===== config.mk =====
export PLATFORM = sky130hd
export DESIGN_NAME = char_lcd_4bit_nibble_sequencer_core
export DESIGN_NICKNAME = d
export VERILOG_FILES = /design/src/rtl/clcd_pkg.sv /design/src/rtl/clcd_digit.sv /design/src/rtl/clcd_seq.sv /design/src/rtl/char_lcd_4bit_nibble_sequencer_core.sv
export SDC_FILE = /design/constraint.sdc
export NUM_CORES = 1
export LEC_CHECK = 0
export BUFFER_PORTS_ARGS = -buffer_cell sky130_fd_sc_hd__buf_2
export CAP_MARGIN = 40
export CORE_ASPECT_RATIO = 2
export CORE_MARGIN = 2
export CORE_UTILIZATION = 35
export DETAILED_ROUTE_END_ITERATION = 12
export MAX_ROUTING_LAYER = met4
export PLACE_DENSITY_LB_ADDON = 0.2
export SETUP_SLACK_MARGIN = 0.15
export SYNTH_ARGS = -nofsm -noshare
export SYNTH_HDL_FRONTEND = slang
export SYNTH_SLANG_ARGS = --single-unit

===== constraint.sdc =====
create_clock -name clock -period 9.5 [get_ports clock]
set_input_delay 0.95 -clock clock [delete_from_list [all_inputs] [get_ports clock]]
set_output_delay 0.95 -clock clock [all_outputs]
set_load 0.05 [all_outputs]

===== src/rtl/clcd_pkg.sv =====
package clcd_pkg;

   typedef enum logic [2:0] {
      FUNC_DATA  = 3'd0,
      FUNC_CMD   = 3'd1,
      FUNC_POS   = 3'd2,
      FUNC_NUM   = 3'd3,
      FUNC_INIT  = 3'd4,
      FUNC_CLEAR = 3'd5
   } func_type;

   typedef struct packed {
      func_type    func;
      logic [7:0]  char_code;
      logic [15:0] value;
      logic        row;
      logic [5:0]  col;
   } req_type;

   typedef struct packed {
      logic        rs;
      logic [3:0]  nibble;
      logic [17:0] wait_before_us;
      logic        last;
   } rsp_type;

   typedef struct packed {
      logic busy;
      logic emit;
   } seq_status_type;

   localparam int unsigned DIGIT_CAP = 7;

   localparam logic [7:0] CMD_FUNCTION_SET = 8'h28;
   localparam logic [7:0] CMD_DISPLAY_ON   = 8'h0F;
   localparam logic [7:0] CMD_CLEAR        = 8'h01;
   localparam logic [7:0] CMD_ENTRY_MODE   = 8'h06;
   localparam logic [7:0] CMD_RETURN_HOME  = 8'h02;
   localparam logic [3:0] NIB_WAKE         = 4'h3;
   localparam logic [3:0] NIB_4BIT         = 4'h2;
   localparam logic [7:0] CHAR_ZERO        = 8'h30;
   localparam logic [7:0] CHAR_SPACE       = 8'h20;

   localparam logic [17:0] WAIT_POWER_UP = 18'd48000;
   localparam logic [17:0] WAIT_SECOND   = 18'd5000;
   localparam logic [17:0] WAIT_THIRD    = 18'd150000;
   localparam logic [17:0] WAIT_NONE     = 18'd0;

   localparam logic [15:0] ENABLE_HOLD_RESET = 16'd1200;

   localparam logic [3:0] LAST_BYTE  = 4'd1;
   localparam logic [3:0] LAST_PAIR  = 4'd3;
   localparam logic [3:0] LAST_INIT  = 4'd15;

   function automatic logic [3:0] init_nibble(input logic [3:0] step);
      logic [3:0] nib;
      case (step)
         4'd0, 4'd1, 4'd2: nib = NIB_WAKE;
         4'd3:  nib = NIB_4BIT;
         4'd4:  nib = CMD_FUNCTION_SET[7:4];
         4'd5:  nib = CMD_FUNCTION_SET[3:0];
         4'd6:  nib = CMD_DISPLAY_ON[7:4];
         4'd7:  nib = CMD_DISPLAY_ON[3:0];
         4'd8:  nib = CMD_CLEAR[7:4];
         4'd9:  nib = CMD_CLEAR[3:0];
         4'd10: nib = CMD_ENTRY_MODE[7:4];
         4'd11: nib = CMD_ENTRY_MODE[3:0];
         4'd12: nib = CMD_RETURN_HOME[7:4];
         4'd13: nib = CMD_RETURN_HOME[3:0];
         4'd14: nib = CMD_CLEAR[7:4];
         default: nib = CMD_CLEAR[3:0];
      endcase
      return nib;
   endfunction

   function automatic logic [17:0] init_wait(input logic [3:0] step);
      logic [17:0] w;
      case (step)
         4'd0: w = WAIT_POWER_UP;
         4'd1: w = WAIT_SECOND;
         4'd2: w = WAIT_THIRD;
         default: w = WAIT_NONE;
      endcase
      return w;
   endfunction

   function automatic logic [23:0] place_value(input logic [2:0] place);
      logic [23:0] pv;
      case (place)
         3'd0: pv = 24'd1;
         3'd1: pv = 24'd10;
         3'd2: pv = 24'd100;
         3'd3: pv = 24'd1000;
         3'd4: pv = 24'd10000;
         3'd5: pv = 24'd100000;
         3'd6: pv = 24'd1000000;
         default: pv = 24'd10000000;
      endcase
      return pv;
   endfunction

endpackage


===== src/rtl/clcd_digit.sv =====
module clcd_digit (
   input  logic [15:0] rem,
   input  logic [2:0]  place,
   output logic [3:0]  digit,
   output logic [15:0] rem_next
);

   logic [23:0] step_val;
   logic [23:0] thr;
   logic [23:0] sub;

   always_comb begin
      step_val = clcd_pkg::place_value(place);
      digit    = 4'd0;
      sub      = 24'd0;
      thr      = 24'd0;
      for (int k = 1; k < 10; k++) begin
         thr = 24'(k) * step_val;
         if ({8'd0, rem} >= thr) begin
            digit = 4'(k);
            sub   = thr;
         end
      end
      rem_next = rem - sub[15:0];
   end

endmodule


===== src/rtl/clcd_seq.sv =====
module clcd_seq #(
   parameter int unsigned NUM_DIGITS = 5
) (
   input  logic                       clock,
   input  logic                       reset,
   input  logic                       req_valid,
   input  clcd_pkg::req_type          req,
   output logic                       req_ready,
   input  logic                       out_free,
   output clcd_pkg::rsp_type          item,
   output clcd_pkg::seq_status_type   status
);

   localparam int unsigned DIGITS = (NUM_DIGITS < 1) ? 1 :
      ((NUM_DIGITS > clcd_pkg::DIGIT_CAP) ? clcd_pkg::DIGIT_CAP : NUM_DIGITS);
   localparam logic [63:0] MODULUS   = 64'(10 ** DIGITS);
   localparam logic        REDUCE    = (MODULUS <= 64'd65535);
   localparam logic [63:0] RECIP     = (64'd1 << 32) / MODULUS;
   localparam logic [2:0]  PLACE_TOP = 3'(DIGITS - 1);
   localparam logic [3:0]  LAST_NUM  = 4'(2 * DIGITS + 1);

   logic                  active_ff, active_in;
   clcd_pkg::req_type     req_ff, req_in;
   logic [3:0]            step_ff, step_in;
   logic [15:0]           quot_ff, quot_in;
   logic [15:0]           rem_ff, rem_in;
   logic [2:0]            place_ff, place_in;
   logic [3:0]            digit_ff, digit_in;
   logic                  shown_ff, shown_in;

   logic                  valid_func;
   logic                  load;
   logic                  emit;
   logic                  hi_sel;
   logic [7:0]            addr;
   logic [3:0]            last_idx;
   logic [3:0]            digit_new;
   logic [15:0]           rem_next;
   logic                  shown_now;
   logic [47:0]           prod;
   logic [31:0]           back;
   logic [16:0]           diff;
   logic [15:0]           mod_val;

   clcd_digit u_digit (
      .rem      (rem_ff),
      .place    (place_ff),
      .digit    (digit_new),
      .rem_next (rem_next)
   );

   assign shown_now = shown_ff || (digit_new != 4'd0) || (place_ff == 3'd0);
   assign hi_sel    = !step_ff[0];
   assign addr      = {1'b1, req_ff.row, req_ff.col};

   always_comb begin
      item                = '0;
      last_idx            = clcd_pkg::LAST_BYTE;
      case (req_ff.func)
         clcd_pkg::FUNC_DATA: begin
            item.rs     = 1'b1;
            item.nibble = hi_sel ? req_ff.char_code[7:4] : req_ff.char_code[3:0];
         end
         clcd_pkg::FUNC_CMD: begin
            item.nibble = hi_sel ? req_ff.char_code[7:4] : req_ff.char_code[3:0];
         end
         clcd_pkg::FUNC_POS: begin
            last_idx = clcd_pkg::LAST_PAIR;
            if (step_ff < 4'd2) begin
               item.nibble = hi_sel ? addr[7:4] : addr[3:0];
            end else begin
               item.rs     = 1'b1;
               item.nibble = hi_sel ? req_ff.char_code[7:4] : req_ff.char_code[3:0];
            end
         end
         clcd_pkg::FUNC_NUM: begin
            last_idx = LAST_NUM;
            if (step_ff < 4'd2) begin
               item.nibble = hi_sel ? addr[7:4] : addr[3:0];
            end else if (hi_sel) begin
               item.rs     = 1'b1;
               item.nibble = shown_now ? clcd_pkg::CHAR_ZERO[7:4] : clcd_pkg::CHAR_SPACE[7:4];
            end else begin
               item.rs     = 1'b1;
               item.nibble = shown_ff ? digit_ff : clcd_pkg::CHAR_SPACE[3:0];
            end
         end
         clcd_pkg::FUNC_INIT: begin
            last_idx            = clcd_pkg::LAST_INIT;
            item.nibble         = clcd_pkg::init_nibble(step_ff);
            item.wait_before_us = clcd_pkg::init_wait(step_ff);
         end
         clcd_pkg::FUNC_CLEAR: begin
            last_idx = clcd_pkg::LAST_PAIR;
            if (step_ff[1]) begin
               item.nibble = hi_sel ? clcd_pkg::CMD_CLEAR[7:4] : clcd_pkg::CMD_CLEAR[3:0];
            end else begin
               item.nibble = hi_sel ? clcd_pkg::CMD_RETURN_HOME[7:4]
                                    : clcd_pkg::CMD_RETURN_HOME[3:0];
            end
         end
         default: begin
            last_idx = clcd_pkg::LAST_BYTE;
         end
      endcase
      item.last = (step_ff == last_idx);
   end

   always_comb begin
      valid_func = req.func inside {clcd_pkg::FUNC_DATA, clcd_pkg::FUNC_CMD,
                                    clcd_pkg::FUNC_POS, clcd_pkg::FUNC_NUM,
                                    clcd_pkg::FUNC_INIT, clcd_pkg::FUNC_CLEAR};
   end

   assign emit      = active_ff && out_free;
   assign req_ready = !active_ff || (out_free && item.last);
   assign load      = req_valid && req_ready && valid_func;

   assign status.busy = active_ff;
   assign status.emit = emit;

   always_comb begin
      prod = 48'(req_ff.value) * 48'(RECIP[31:0]);
      back = 32'(quot_ff) * 32'(MODULUS[15:0]);
      diff = 17'(req_ff.value) - back[16:0];
      if (diff >= MODULUS[16:0]) begin
         diff = diff - MODULUS[16:0];
      end
      mod_val = REDUCE ? diff[15:0] : req_ff.value;
   end

   always_comb begin
      active_in = active_ff;
      req_in    = req_ff;
      step_in   = step_ff;
      quot_in   = quot_ff;
      rem_in    = rem_ff;
      place_in  = place_ff;
      digit_in  = digit_ff;
      shown_in  = shown_ff;
      if (emit) begin
         step_in = step_ff + 4'd1;
         if (item.last) begin
            active_in = 1'b0;
         end
         if (req_ff.func == clcd_pkg::FUNC_NUM) begin
            if (step_ff == 4'd0) begin
               quot_in = prod[47:32];
            end else if (step_ff == 4'd1) begin
               rem_in = mod_val;
            end else if (hi_sel) begin
               digit_in = digit_new;
               shown_in = shown_now;
               rem_in   = rem_next;
            end else begin
               place_in = place_ff - 3'd1;
            end
         end
      end
      if (load) begin
         active_in = 1'b1;
         req_in    = req;
         step_in   = 4'd0;
         place_in  = PLACE_TOP;
         shown_in  = 1'b0;
      end
   end

   always_ff @(posedge clock) begin
      if (reset) begin
         active_ff <= 1'b0;
      end else begin
         active_ff <= active_in;
      end
   end

   always_ff @(posedge clock) begin
      req_ff   <= req_in;
      step_ff  <= step_in;
      quot_ff  <= quot_in;
      rem_ff   <= rem_in;
      place_ff <= place_in;
      digit_ff <= digit_in;
      shown_ff <= shown_in;
   end

endmodule


===== src/rtl/char_lcd_4bit_nibble_sequencer_core.sv =====
// Channel  Ports                        Contents
// req      req_tvalid/tready/tdata/tuser one request: function and operands
// rsp      rsp_tvalid/tready/tdata/tuser one nibble transfer, tlast on the final one
//          /tlast
// csr      csr_valid/ready/wdata         enable hold time in microseconds
//
// A request causes these transfers: 2 for data, command;
// 4 for a positioned char or clear; 2 + 2*digits for a number; 16 for init.
// The step counter over the held request sets this; one transfer per cycle unless rsp stalls.
// The next request is taken in the cycle its predecessor's final transfer leaves.
// Reset clears the request and result valid flags; enable hold returns to 1200.
// A stalled rsp holds the result register and freezes the sequencer.
module char_lcd_4bit_nibble_sequencer_core #(
   parameter int unsigned NUM_DIGITS = 5
) (
   input  logic        clock,
   input  logic        reset,
   input  logic        req_tvalid,
   output logic        req_tready,
   input  logic [31:0] req_tdata,   // char_code[7:0], value[23:8], row[24], col[30:25]
   input  logic [2:0]  req_tuser,   // func[2:0]
   output logic        rsp_tvalid,
   input  logic        rsp_tready,
   output logic [23:0] rsp_tdata,   // nibble[3:0], wait_before_us[21:4]
   output logic        rsp_tuser,   // rs
   output logic        rsp_tlast,
   input  logic        csr_valid,
   output logic        csr_ready,
   input  logic [15:0] csr_wdata
);

   clcd_pkg::req_type         req;
   clcd_pkg::rsp_type         item;
   clcd_pkg::seq_status_type  status;
   clcd_pkg::rsp_type         rsp_ff, rsp_in;
   logic                      rsp_valid_ff, rsp_valid_in;
   logic [15:0]               enable_hold_ff, enable_hold_in;
   logic                      out_free;

   assign req.func      = clcd_pkg::func_type'(req_tuser);
   assign req.char_code = req_tdata[7:0];
   assign req.value     = req_tdata[23:8];
   assign req.row       = req_tdata[24];
   assign req.col       = req_tdata[30:25];

   assign out_free = !rsp_valid_ff || rsp_tready;

   clcd_seq #(
      .NUM_DIGITS (NUM_DIGITS)
   ) u_seq (
      .clock     (clock),
      .reset     (reset),
      .req_valid (req_tvalid),
      .req       (req),
      .req_ready (req_tready),
      .out_free  (out_free),
      .item      (item),
      .status    (status)
   );

   always_comb begin
      rsp_in       = rsp_ff;
      rsp_valid_in = rsp_valid_ff;
      if (status.emit) begin
         rsp_in       = item;
         rsp_valid_in = 1'b1;
      end else if (rsp_tready) begin
         rsp_valid_in = 1'b0;
      end
   end

   always_comb begin
      enable_hold_in = enable_hold_ff;
      if (csr_valid && csr_ready) begin
         enable_hold_in = csr_wdata;
      end
   end

   always_ff @(posedge clock) begin
      if (reset) begin
         rsp_valid_ff   <= 1'b0;
         enable_hold_ff <= clcd_pkg::ENABLE_HOLD_RESET;
      end else begin
         rsp_valid_ff   <= rsp_valid_in;
         enable_hold_ff <= enable_hold_in;
      end
   end

   always_ff @(posedge clock) begin
      rsp_ff <= rsp_in;
   end

   assign csr_ready  = 1'b1;
   assign rsp_tvalid = rsp_valid_ff;
   assign rsp_tdata  = {2'b00, rsp_ff.wait_before_us, rsp_ff.nibble};
   assign rsp_tuser  = rsp_ff.rs;
   assign rsp_tlast  = rsp_ff.last;

`ifndef SYNTHESIS
   a_last_lands : assert property (@(posedge clock) disable iff (reset)
      status.emit && item.last |=> rsp_tvalid && rsp_tlast)
      else $error("final transfer did not reach the result register");

   a_drop_unused : assert property (@(posedge clock) disable iff (reset)
      req_tvalid && req_tready && (req_tuser > 3'(clcd_pkg::FUNC_CLEAR)) |=> !status.busy)
      else $error("unused function code started a sequence");

   a_wait_cmd : assert property (@(posedge clock) disable iff (reset)
      rsp_tvalid && (rsp_tdata[21:4] != 18'd0) |-> !rsp_tuser)
      else $error("init wait on a data transfer");

   a_emit_busy : assert property (@(posedge clock) disable iff (reset)
      status.emit |-> status.busy && !(rsp_tvalid && !rsp_tready))
      else $error("transfer emitted into a full result register");
`endif

endmodule

# Yosys cells after proc, flatten, opt, wreduce, memory -nomap -nowiden

Memory sizes are Yosys's and may differ from the RTL's. A register that Yosys moved wholly into a read port is not among the register bits.
Index checks and enable logic that the tools add are counted.

Bits in registers: 88
Bits in read-only memories: 64
Input bits: 56
Output and inout port bits: 29
Logic and storage cells: 127
Memories kept: 1

Add/subtract/negate cells: 3
Multiply operators: 5
$lt $le $gt $ge: 10
Eq/ne operators: 20
Muxes and demuxes: 44
Bitwise gates (word level): 3
Reduce and logical (&&, ||, !) cells: 25

Memories:

| memory           | words | bits a word | read ports | clocked after Yosys merged registers in | wr ports | line           | RTL |
|---|---|---|---|---|---|---|---|
| (name not given) | 16    | 4           | 1          | 1                                       | 0        | clcd_pkg.sv:57 | `case (step)` |

Operators with widths:

| kind                  | count |
|---|---|
| $ge 16x24->1          | 9 |
| $mux 16               | 11 |
| $pmux 24 s7           | 1 |
| $mux 4                | 17 |
| $pmux 18 s3           | 1 |
| $mul 3x24->24 const A | 2 |
| $mul 2x24->23 const A | 1 |
| $mul 2x24->24 const A | 1 |
| $mul 4x24->24 const A | 1 |
| $eq 3x3->1 const B    | 7 |
| $pmux 4 s5            | 1 |
| $eq 3x2->1 const B    | 6 |
| $sub 16x16->16        | 1 |
| $pmux 4 s3            | 1 |
| $mux 1                | 10 |
| $reduce_and 5->1      | 2 |
| $eq 3x1->1 const B    | 3 |
| $logic_not 3->1       | 3 |
| $reduce_bool 2->1     | 3 |
| $reduce_bool 6->1     | 1 |
| $add 4x1->4 const B   | 1 |
| $eq 4x1->1 const B    | 1 |
| $eq 4x2->1 const B    | 1 |
| $eq 4x4->1            | 1 |
| other kinds (14)      | 24 |

# Longest topological paths before layout

Gate-level depths: netlist of run 1.

Depth after elaboration: 19
Depth in mapped cells: 44
Gate-level depth less buffers: 42

# Cells and area by module

A second synthesis of run 1 with hierarchy kept.

Cells, all modules: 1249
Area, all modules: 11119.4 µm²

Modules (own cells, without submodules):

| module                              | times used | cells an instance | area each (µm²) | sequential area each (µm²) |
|---|---|---|---|---|
| clcd_digit                          | 1          | 971               | 7201.9          | 0.0 |
| clcd_seq                            | 1          | 245               | 3120.5          | 1881.8 |
| char_lcd_4bit_nibble_sequencer_core | 1          | 33                | 797.0           | 740.7 |

# Worst setup path after synthesis of run 1

OpenSTA, ideal clock, no wires.

Path type: reg2reg
Start: reg u_seq.place_ff[1]
End: reg u_seq.rem_ff[14] (data pin)
Library setup time: 269 ps
Data arrival time: 8373 ps
Required time: 9231 ps
Path slack: 858 ps
Cell stages (with the launch flop): 40
Buffers on the path: 2
Period minus slack after synthesis: 8642 ps
Cell sequence: dfxtp_1 -> buf_2 -> inv_1 -> ha_1 -> buf_2 -> nand2_1 -> ha_1 -> nor2b_1 -> o21ai_4 -> o21ai_0 -> inv_1 -> ha_1 -> fa_1 -> or3_1 -> a31oi_1 -> nor2_1 -> a32oi_1 -> xor2_1 -> (+4 left out) -> a21oi_1 -> nor4_4 -> nor2_2 -> inv_2 -> a221o_1 -> o21ai_1 -> a2bb2oi_1 -> fa_1 -> a21o_1 -> a21oi_1 -> o21ai_0 -> a21oi_1 -> o21bai_1 -> a21oi_1 -> o211ai_1 -> a31oi_1 -> xor2_1 -> o21ai_0

Cells in the longest elaborated chain, start to end: 15
Elaborated cells between the ends (all ways): 34
Those cells by class: add/sub (1); mul (5); order compare (9); eq/ne (6); mux (12); reduce/logical (1)

Ends and longest elaborated chain:

| item                                                  | line             | RTL |
|---|---|---|
| start: declaration                                    | clcd_seq.sv:27   | `logic [2:0] place_ff, place_in;` |
| start signal: assignment                              | clcd_seq.sv:182  | `place_ff <= place_in;` |
| $eq 3x3->1 (tied with other cells)                    | clcd_pkg.sv:89   | `case (place)` |
| $pmux 24 s7 *                                         | clcd_pkg.sv:89   |  |
| branches (longest 9 deep; another with $mul 2x24->24) | --               |  |
| $mux 16 *                                             | clcd_digit.sv:19 | `if ({8'd0, rem} >= thr) begin` |
| $sub 16x16->16 *                                      | clcd_digit.sv:24 | `rem_next = rem - sub[15:0];` |
| $mux 16 *                                             | clcd_seq.sv:151  | `end else if (hi_sel) begin` |
| $mux 16 *                                             | clcd_seq.sv:149  | `end else if (step_ff == 4'd1) begin` |
| end signal: assignment                                | clcd_seq.sv:181  | `rem_ff <= rem_in;` |
| end: declaration                                      | clcd_seq.sv:26   | `logic [15:0] rem_ff, rem_in;` |

Mark *: on every way between the ends. The select of a mux whose other input is x is not followed.
A chain may end at the register's enable or synchronous reset.

# Final worst setup path of run 1

Start: reg u_seq.place_ff[1]
End: reg u_seq.rem_ff[12] (data pin)

Same word-level chain as after synthesis.

==> results summary, run 1 <==
The top cell types in the final layout, fill and taps aside, are ha_1 (211), buf_4 (119), nand2_1 (100), a21oi_1 (100), nor2_1 (98). Of all flip-flops after synthesis, the portion carrying an async set or reset was 0%. Setup repair after global routing left no endpoint under its margin.

Headroom to the max-slew limit came out at 36.00%. The net count reported at finish came out at 1,716. The final weighted congestion of routability-driven global placement is between 1 and 1.5. Combinational cells account for slightly below 60% of the total power.

The count of unresolved DRC violations after routing came out at 0. Summed over all layers, the global routing overflow is 0. The fraction of layout cells with a size suffix above 1 came out at 16.54%. The total half-perimeter wirelength after legalization and detailed placement is 35.36 mm. The count of vias placed by the detailed router came out at between 10k and 15k. The flow ran to the end, and the final reports show no timing, DRC or antenna violations.

The total of warnings raised by yosys came out at 0. The count of input and output buffers is 58. In this run the count of I/O pins placed on the die edge is 85. The count of different cell masters after synthesis came out at 95.

The share of total power in sequential cells is 23.0%. The slowest cell on the critical path is fa_1. The number of buffers on the longest clock path is 2. The kind of cell with the highest combined delay on the critical path is compound AO/OA/AOI/OAI gates. In this run switching power makes up 42.73% of total power. The CTS tree is built. The endpoint required time on the critical path came out at 9.62 ns. In this run, synthesis produced a sequential element count of 80. The width of the die came out at 129.4 um. STA classifies the critical path startpoint as a flip-flop. The final critical delay including setup and external delays came out at around 8.8 ns. The filler cells instantiated in the layout total 3,141. The maximum number of pins on one net before global-route repair is 42. The number of setup violations in the final report came out at 0. The number of antenna-violating nets in the routed design came out at 0. The arrival time at the worst endpoint is 8.89 ns. After synthesis, the mean cell area works out to 8.543 sq um. The part of the Yosys area used for sequential elements is between 20% and 30%.

In this run the worst path has a maximum fanout of 12. The ratio of total power to cell area is roughly 150 nW/um^2. The cell area after synthesis is approximately 11,000 sq um.

The die area is 32,960 sq um. The vertical extent of the die is 254.8 um. The average wire length per cell after detail routing is around 23 um. The number of enable flip-flop cells after synthesis came out at 66. The maximum clock skew at final layout came out at 0.01247 ns.

In the synthesized netlist the dominant register cell turns out to be edfxtp_1. The clock network fraction of total power is approximately a fifth. The buffer and inverter count on the worst path came out at 7. The count of standard-cell rows is 91.

Across the VDD grid, the largest voltage drop is 0.1079 mV. The cell-internal power is between 1 and 1.5 mW. The CTS sink count is 80. The cell that appears most often on the critical path is a21oi_1. The total wire length after detailed routing came out at between 40 and 50 mm. The via count of the first global-routing pass is 10.88k.

After clock tree synthesis, the clock-pin slew on the worst setup and hold paths is approximately 0.070 ns. The leakage component of the power is between 5 and 6 nW. The maximum cell stage delay along the critical path is 0.49 ns.

Leaving out fill and tap cells, the most frequent cell in the layout is ha_1. The period utilization came out at 92.34%. The final antenna diode count came out at 0. The net load switching power came out at 834.1 uW. The slew at the pin with the worst max-slew slack came out at 0.9519 ns. The multi-input logic area is 8202 sq um. The CTS H-tree depth is 3. Summing all flip-flop and latch instances after layout gives 2262 sq um. Relative to the synthesized area, the layout overhead comes to 16.69%. In the synthesized netlist, the number of instances is 1,288.

The first-iteration detailed-routing DRC count came out at 575. The clock insertion delay at the later pin of the skew report is 0.36 ns. The via density per instance is roughly 5.8.

The post-layout utilization of the core is 41.61%. The number of antenna violations at the first check in global routing is 0. The reg2reg setup slack came out at between 0.7 and 0.8 ns.

The final max-slew violation count came out at 0. The number of hold violations in the final report is 0. The final total negative setup slack came out at 0 ns. Buffers inserted during clock tree synthesis total 9. The critical path in this run is classified as flip-flop to flip-flop. The tree is rooted in a clkbuf_16. The core region area came out at 30,860 sq um.

The maximum achievable frequency came out at 114.0 MHz. The effective utilization at floorplan is between 30% and 40%. The endpoint type of the worst setup path is a flip-flop. The global-route wire length before repair is 64.32 mm. In this run the worst hold path is classified as flip-flop to flip-flop.

Global routing used around 27% of the available tracks. The count of max-cap constraint violations is 0. The number of iterations in the first detailed-routing pass is 5.
worst reg2reg max path, delay by kind of cell (launching register included):
kind,cells,cell delay [ns]
xor gates and xnor gates,1,0.17
DFF,1,0.33
buffers and inverters,7,1.17
AOI/OAI and AO/OA,23,4.68
adders and majority gates,5,1.58
and+or+nand+nor,4,0.61
final cells by class:
| type | count | area share (%) |
|---|---|---|
| Multi-Input combinational cell | 1082 | 63.88 |
| Sequential cell | 80 | 17.62 |
| Timing Repair Buffer | 180 | 9.706 |
| Tap cell | 418 | 4.073 |
| Inverter | 81 | 2.368 |
| Clock buffer | 9 | 1.754 |
| Clock inverter | 7 | 0.6042 |
registers in the layout (all words and copies together), names as in the netlist, named ones only:
register	cells
rsp_tuser	1
u_seq.digit_ff	4
u_seq.rem_ff	16
u_seq.shown_ff	1
u_seq.place_ff	3
rsp_tlast	1
u_seq.active_ff	1
rsp_tdata	10
u_seq.addr	7
u_seq.req_ff	11
rsp_tvalid	1
u_seq.mod_val	16
u_seq.step_ff	4
power groups by stage:
stage,combinational (mW),sequential (mW),clock [mW]
finish,1.13,0.450,0.369
global route,1.24,0.452,0.387
CTS,1.13,0.450,0.379
detailed placement,1.12,0.457,0
global placement,1.09,0.457,0
floorplan,0.690,0.470,0
path summary, 6_finish.rpt:
kind,depth (start not counted),from,to
worst max-delay path,40,u_seq.place_ff[1],u_seq.rem_ff[12]
worst min-delay path,2,u_seq.active_ff,rsp_tvalid
worst max register to register,40,u_seq.place_ff[1],u_seq.rem_ff[12]
worst min register to register,2,u_seq.active_ff,rsp_tvalid
logic make-up (layout without fill, tap and decap cells):
logic type / count (synthesis) / in the layout / synth area share, %
multiplexers: 27 / 27 / 2.558
flip-flops: 80 / 80 / 20.56
adder cells (fa/ha/maj): 226 / 226 / 26.65
buffers and inverters: 135 / 277 / 5.436
XOR/XNOR: 55 / 55 / 4.446
AND/OR/NAND/NOR: 368 / 368 / 16.44
AO/OA/AOI/OAI: 395 / 395 / 23.83
other: 2 / 11 / 0.06825
Yosys cell counts, types with 4 or more instances:
cell type	count	share of area, %
a2111oi_0	4	0.32
o21a_1	14	0.96
o22ai_1	10	0.57
o21ai_1	9	0.41
or4_1	4	0.27
buf_4	17	1.2
xor2_1	24	1.9
a21o_1	32	2.2
edfxtp_1	66	18
nand3_1	31	1.4
xnor2_1	30	2.4
nand2b_1	12	0.68
fa_1	14	2.5
nor4_1	8	0.45
a311oi_1	5	0.40
buf_2	10	0.45
or3_1	5	0.28
o211ai_1	21	1.4
o21bai_1	6	0.41
dfxtp_1	14	2.5
nor2b_1	17	0.97
and3_1	9	0.51
clkbuf_1	23	0.78
a31oi_1	20	1.1
a221oi_1	6	0.48
inv_2	7	0.24
and2_1	9	0.51
mux2i_1	20	1.8
a21oi_1	102	4.6
mux2_2	5	0.51
a221o_1	5	0.45
o2111ai_1	5	0.40
a211o_1	5	0.40
a211oi_1	20	1.4
or2_2	5	0.28
nor2_1	98	3.3
a22oi_1	8	0.55
o31ai_1	11	0.75
nor3_1	29	1.3
inv_1	74	2.5
o21ai_0	68	3.1
nand2_1	100	3.4
nand4_1	15	0.85
ha_1	212	24
per-stage QoR:
| stage | hold WS, ns | setup WS [ns] | instances | power [mW] | cell area [sq um] |
|---|---|---|---|---|---|
| floorplan | 0.4550 | 0.8575 | 1297 | 1.160 | 11040 |
| global placement | 0.4773 | 0.5945 | 1836 | 1.548 | 12440 |
| detailed placement | 0.4783 | 0.5613 | 1839 | 1.580 | 12500 |
| CTS | 0.4969 | 0.5111 | 1855 | 1.959 | 12800 |
| global route | 0.5124 | 0.1553 | 1857 | 2.083 | 12840 |
| finish | 0.4898 | 0.7273 | 1857 | 1.952 | 12840 |
repair_timing:
action                                  4_1_cts  5_1_grt
resized for setup                             0        6
hold buffers                                  0        0
setup buffers                                 0        2
endpoints found under the setup margin        0        5
metal layers:
layer	vias up	global-route usage, %	wire [um]
li1	5108	-	-
met1	4997	25.22	14400
met2	358	48.12	21890
met3	215	1.993	1076
met4	0	26.21	5066
met5	-	-	0
Note: power is estimated with default switching activity, not from simulation.
==> run 2: changes to the inputs <==
==> constraint.sdc (replaced) <==
create_clock -name clock -period 7.2 [get_ports clock]
set_input_delay 0.72 -clock clock [delete_from_list [all_inputs] [get_ports clock]]
set_output_delay 0.72 -clock clock [all_outputs]
set_load 0.05 [all_outputs]
==> results summary, run 2 (synthesis gave the netlist of run 1 again) <==
The flow ran to the end, but the final reports show violations. The final reports fail on setup timing. STA classifies the critical path startpoint as a flip-flop. The count of boundary I/O pins came out at 85 (unchanged). The count of input and output buffers came out at 58 (unchanged). The number of antenna-violating nets in the routed design is 0 (unchanged).

The ratio of total power to cell area came out at 194.2 nW/um^2 (+28%). The final antenna diode count is 0 (unchanged). The number of iterations in the first detailed-routing pass was 4 (-1). The fraction of layout cells with a size suffix above 1 came out at 33.84% (+17 points).

The multi-input logic area is 8907 sq um (+8.6%). The number of setup violations in the final report came out at 5 (+5). The highest fanout seen on the critical path is 6 (-6). The type of the tightest min-delay check is flip-flop to flip-flop. The CTS clock-pin slew for the worst setup and hold paths is 0.07 ns (about the same). The number of hold violations in the final report is 0 (unchanged). The maximum cell stage delay along the critical path came out at 0.42 ns (-0.07 ns). The CTS sink count came out at 80 (unchanged). The slew at the pin with the worst max-slew slack came out at 0.9001 ns (-0.05187 ns). The maximum achievable frequency came out at 134.9 MHz (+18%).

The met3 track demand over resource came out at 2.161% (+0.17 points). The global-route met1 utilization is 26.67% (+1.4 points). The kind of critical path is flip-flop to flip-flop.

The number of buffers inserted during clock tree synthesis came out at 9 (unchanged). The average wire length per cell after detail routing came out at 21.68 um (-5.1%). The count of max-cap constraint violations is 0 (unchanged). The arrival time at the worst endpoint is 7.63 ns (-1.26 ns).

The final critical delay including setup and external delays is 7.413 ns (-1.360 ns). The vertical extent of the die came out at 254.8 um (unchanged). The CTS tree is built. The via density per instance came out at 5.533 (-3.8%). The maximum clock skew at final layout came to 0.01294 ns (+0.0004717 ns). The post-synthesis to final-layout area growth came out at 37.82%. The final weighted congestion of routability-driven global placement was 1.031 (about the same). After global routing, the most crowded layer is met2. The endpoint required time on the critical path is 7.42 ns (-2.20 ns). The worst-case headroom to the max-slew limit is 39.53% (+3.5 points). The net count reported at finish came out at 1,917 (+12%). The final max-slew violation count came out at 0 (unchanged). The largest voltage drop on the vdd net came to 0.2848 mV (+160%).

The count of hold-fix buffers inserted at cts came out at 0 (unchanged). The library cell appearing most often on the critical path is ha_4. The kind of cell with the highest combined delay along the critical path is compound AO/OA/AOI/OAI gates. Setup repair after global routing could not meet its margin everywhere. The worst hold slack across all endpoints came out at 0.4864 ns (-0.003391 ns). The number of buffers on the longest clock path came out at 2 (unchanged). The width of the die is 129.4 um (unchanged). The die area was 32,960 sq um (unchanged).

The met2 routing resource usage after global routing came out at 51.34% (+3.2 points). The library cells used most frequently in the layout, excluding fill and tap cells, are buf_4 (310), ha_1 (196), nand2_1 (94). The count of unresolved DRC violations after routing came out at 0 (unchanged). The global-route wire length before repair is 66.95 mm (+4.1%). The post-route worst setup slack came out at -0.2130 ns (-0.9403 ns). The core region area came to 30,860 sq um (unchanged). The endpoint type of the worst setup path is a flip-flop. The effective utilization at floorplan is 35.66% (unchanged). The overall routing resource usage is 28.35% (+1.1 points). The first-iteration detailed-routing DRC count was 543 (-5.6%). The total half-perimeter wirelength after legalization and detailed placement came out at 37.01 mm (+4.7%). The number of antenna violations at the first check in global routing was 0 (unchanged). The maximum number of pins on one net before global-route repair is 42 (unchanged). For this design, the slowest cell found on the critical path is a211o_4. The leakage component of the power came out at 6.997 nW (+19%). Leaving out fill and tap cells, the most frequent cell in the layout is buf_4.

The total wire length after detailed routing is 44.62 mm (+5.1%). The count of standard-cell rows came to 91 (unchanged). The overall overflow remaining after global route came out at 0 (unchanged).

The count of vias placed by the detailed router was 11.39k (+6.6%). The clock insertion delay at the later pin of the skew report is 0.36 ns (about the same). In this run the clock root is driven by a clkbuf_16. The total chip power came out at 2.945 mW (+51%). The via count of the first global-routing pass is 11.58k (+6.4%). The filler cell count is 2,969 (-5.5%). The CTS H-tree depth was 3 (unchanged). The buffer and inverter count on the worst path came to 6 (-1). The period utilization came out at 103.0% (+11 points). The combined flip-flop and latch cell area came out at 2270 sq um (+0.33%).
==> run 2: worst paths after layout <==
| path | startpoint | slack (ns) | endpoint | cells after the start |
|---|---|---|---|---|
| hold reg to reg | u_seq.active_ff | 0.49 | rsp_tvalid | 2 |
| setup reg to reg | u_seq.place_ff[1] | -0.21 | u_seq.rem_ff[15] | 38 |
| hold / removal | u_seq.active_ff | 0.49 | rsp_tvalid | 2 |
| setup / recovery | u_seq.place_ff[1] | -0.21 | u_seq.rem_ff[15] | 38 |
==> run 2: worst register-to-register path, delay by kind of cell, from the launching register on <==
kind / cells / cell delay (ns)
simple gates: 9 / 1.33
fa+ha+maj: 6 / 1.23
compound gates: 15 / 3.01
xor+xnor: 1 / 0.25
flops: 1 / 0.39
buf+inv: 6 / 0.74
mux: 1 / 0.30
==> run 2: through the flow <==
stage | TNS, ns | std cells | area (sq um) | setup slack, ns | utilization (%)
after floorplan | 0 | 1297 | 11380 | 0.08380 | -
after global placement | -1.543 | 1996 | 13980 | -0.4383 | 45.31
after detailed placement | -2.368 | 1997 | 14000 | -0.5808 | 45.37
after CTS | -0.5002 | 2047 | 14940 | -0.1805 | 48.42
after global routing | -2.981 | 2058 | 15160 | -0.5768 | 49.15
final | -0.8468 | 2058 | 15160 | -0.2130 | 49.15
==> run 2: power breakdown <==
group	switching, mW	leakage, nW	internal [mW]
sequential	0.0241	0.733	0.569
clock	0.210	0.153	0.304
combinational	0.971	6.11	0.867
==> run 2: repair_timing <==
action | 4_1_cts | 5_1_grt
setup buffers | 34 | 11
endpoints found under the setup margin | 11 | 11
gates resized for setup | 88 | 25
pin swaps | 90 | 41
==> run 2: final cells by class <==
| type | count | area share (%) |
|---|---|---|
| clock buffer | 9 | 1.485 |
| clock inverter | 7 | 0.6188 |
| inverter | 81 | 2.170 |
| multi-input combinational | 1082 | 58.74 |
| sequential | 80 | 14.97 |
| tap | 418 | 3.449 |
| timing repair buffer | 381 | 18.57 |
==> run 2: routing by layer <==
metal,vias to the layer above,routed length [um]
met2,321,23780
met5,-,0
met1,5374,15200
met3,176,1117
li1,5516,-
met4,0,4519
==> run 3: changes to the inputs <==
--- a/config.mk
+++ b/config.mk
@@ -7,6 +7,8 @@
 export LEC_CHECK = 0
 export BUFFER_PORTS_ARGS = -buffer_cell sky130_fd_sc_hd__buf_2
 export CAP_MARGIN = 40
+export CELL_PAD_IN_SITES_DETAIL_PLACEMENT = 1
+export CELL_PAD_IN_SITES_GLOBAL_PLACEMENT = 2
 export CORE_ASPECT_RATIO = 2
 export CORE_MARGIN = 2
 export CORE_UTILIZATION = 35
==> results summary, run 3 (synthesis gave the netlist of run 1 again) <==
The flow ran to the end, but the final reports show violations. The final reports fail on setup timing. The endpoint required time on the critical path came out at 7.32 ns (-0.10 ns). The number of instances in the placed design came out at 2,018 (+1.1%).

The slowest stage of the critical path is the dfxtp_4 cell. The final critical delay including setup and external delays is 7.498 ns (+0.08461 ns). Setup repair after global routing could not meet its margin everywhere. The count of input and output buffers came out at 58 (unchanged). The maximum achievable frequency is 133.4 MHz (-1.1%). The library cells used most frequently in the layout, excluding fill and tap cells, are buf_4 (318), ha_1 (191), nand2_1 (92). The root buffer cell is clkbuf_16. The CTS H-tree depth came out at 3 (unchanged). The net count reported at finish came to 1,930 (+0.68%).

The total half-perimeter wirelength after legalization and detailed placement is 41.68 mm (+13%). The buffer and inverter count on the worst path is 14 (+8). The final antenna diode count is 0 (unchanged). The post-route worst setup slack came out at -0.2976 ns (-0.08461 ns). The count of unresolved DRC violations after routing came to 0 (unchanged). The total wire length after detailed routing came to 50.56 mm (+13%). The via count of the first global-routing pass came out at 12.85k (+11%). The via density per instance came out at 5.701 (+3.0%). The leading cell type in the layout, fill and taps excluded is buf_4. The vertical extent of the die came to 254.8 um (unchanged). The first-iteration detailed-routing DRC count came out at 471 (-13%).

The cell family contributing the most delay on the critical path is compound AO/OA/AOI/OAI gates. The overall routing resource usage is 31.82% (+3.5 points). The width of the die came out at 129.4 um (unchanged). The type of the tightest min-delay check is flip-flop to flip-flop. The total chip power came out at 3.116 mW (+5.8%). The number of hold violations in the final report came out at 0 (unchanged).

The arrival time at the worst endpoint came to 7.62 ns (about the same). The maximum cell stage delay along the critical path is 0.38 ns (-0.04 ns). The leakage component of the power was 7.053 nW (+0.81%).

The number of antenna violations at the first check in global routing is 0 (unchanged). The average wire length per cell after detail routing came to 24.41 um (+13%). The count of hold-fix buffers inserted at cts came out at 0 (unchanged). The global-route wire length before repair came out at 75.02 mm (+12%). The final max-slew violation count is 0 (unchanged). The fraction of layout cells with a size suffix above 1 is 35.39% (+1.5 points). The period utilization came out at 104.1% (+1.2 points). The post-synthesis to final-layout area growth came out at 39.42%.

The slew at the pin with the worst max-slew slack came out at 0.8681 ns (-0.03196 ns). The clock insertion delay at the later pin of the skew report was 0.37 ns (about the same). The final weighted congestion of routability-driven global placement is 0.9951 (-3.5%).

The number of iterations in the first detailed-routing pass is 4 (unchanged). The CTS sink count is 80 (unchanged). The number of setup violations in the final report came out at 7 (+2).

The largest voltage drop on the vdd net is 0.2017 mV (-29%). The number of buffers inserted during clock tree synthesis came out at 9 (unchanged). The maximum clock skew at final layout came out at 0.01335 ns (+0.0004095 ns).

The number of buffers on the longest clock path is 2 (unchanged). The die area was 32,960 sq um (unchanged). The number of non-filler instances in the completed layout came out at 2,071 (+0.63%). The maximum number of pins on one net before global-route repair came to 42 (unchanged).

The worst-case headroom to the max-slew limit came to 42.13% (+2.6 points). STA classifies the critical path startpoint as a flip-flop. The count of vias placed by the detailed router came out at 11.81k (+3.7%). The highest fanout seen on the critical path came to 5 (-1). The core region area is 30,860 sq um (unchanged). The count of boundary I/O pins is 85 (unchanged). The CTS clock-pin slew for the worst setup and hold paths came out at 0.08 ns (about the same). The count of standard-cell rows is 91 (unchanged).

The ratio of total power to cell area came out at 203.1 nW/um^2 (+4.6%). The count of max-cap constraint violations is 0 (unchanged). The effective utilization at floorplan is 35.66% (unchanged). The worst setup path is of the flip-flop to flip-flop kind. By instance count, the cell type seen most on the critical path is buf_4. The worst setup path is captured at a flip-flop. The overall overflow remaining after global route is 0 (unchanged). The number of antenna-violating nets in the routed design came out at 0 (unchanged). The CTS tree is built.
==> run 3: cell count changes in the layout (fill, tap and decap cells not counted), moves of 3 or more <==
cell     before  now
inv_8         1    4
o21ai_0      49   54
buf_12        6    2
ha_1        196  191
a21oi_2      17   22
buf_6         7   12
o21ai_1      18   15
ha_4         14   17
a21oi_4       4    1
buf_4       310  318
==> run 3: final timing paths <==
check / startpoint / endpoint / slack [ns] / cells past startpoint
max: u_seq.place_ff[0] / u_seq.rem_ff[13] / -0.30 / 44
min: u_seq.active_ff / rsp_tvalid / 0.49 / 2
min reg2reg: u_seq.active_ff / rsp_tvalid / 0.49 / 2
max reg2reg: u_seq.place_ff[0] / u_seq.rem_ff[13] / -0.30 / 44
==> run 3: per-stage QoR <==
stage          cell area, sq um  worst slack (ns)  setup TNS, ns  hold slack (ns)  util (%)
2_1_floorplan             11380           0.08380              0           0.4550         -
3_3_place_gp              14080           -0.4947         -2.617           0.4812     45.62
3_5_place_dp              14140           -0.8256         -4.904           0.4899     45.82
4_1_cts                   14870           -0.3986         -2.048           0.4906     48.19
5_1_grt                   15340           -0.6565         -4.283           0.5176     49.72
6_report                  15340           -0.2976         -1.426           0.4873     49.72
==> run 3: routing by layer <==
metal,vias up,GRT usage (%),wire length (um)
met5,-,-,0
met4,0,23.85,4444
met3,178,2.685,1025
met2,286,60.12,28020
met1,5797,28.75,17070
li1,5545,-,-
==> run 3: what timing repair did <==
action | in CTS | in global routing
resized for setup | 62 | 70
gates cloned | 1 | 0
buffers inserted | 22 | 13
endpoints found under the setup margin | 12 | 13
hold endpoints to repair | 0 | 0
pin swaps | 52 | 55
==> run 3: area by class of cell <==
cell class	count	area, sq um
timing repair buffer	393	2890
clock inverter	7	76.32
inverter	81	330.3
clock buffer	9	225.2
fill	3658	15510
sequential	80	2270
multi-input combinational	1083	9026
tap	418	523.0
==> run 3: worst min-delay path, delay by kind of cell, from the launching register on <==
family	cells	cell delay, ns
DFF	1	0.35
and+or+nand+nor	2	0.12
==> run 3: report_power, final <==
part           switching [mW]  internal [mW]  leakage [nW]
Clock                   0.233          0.248         0.150
Sequential             0.0262          0.569         0.733
Combinational            1.07          0.974          6.17
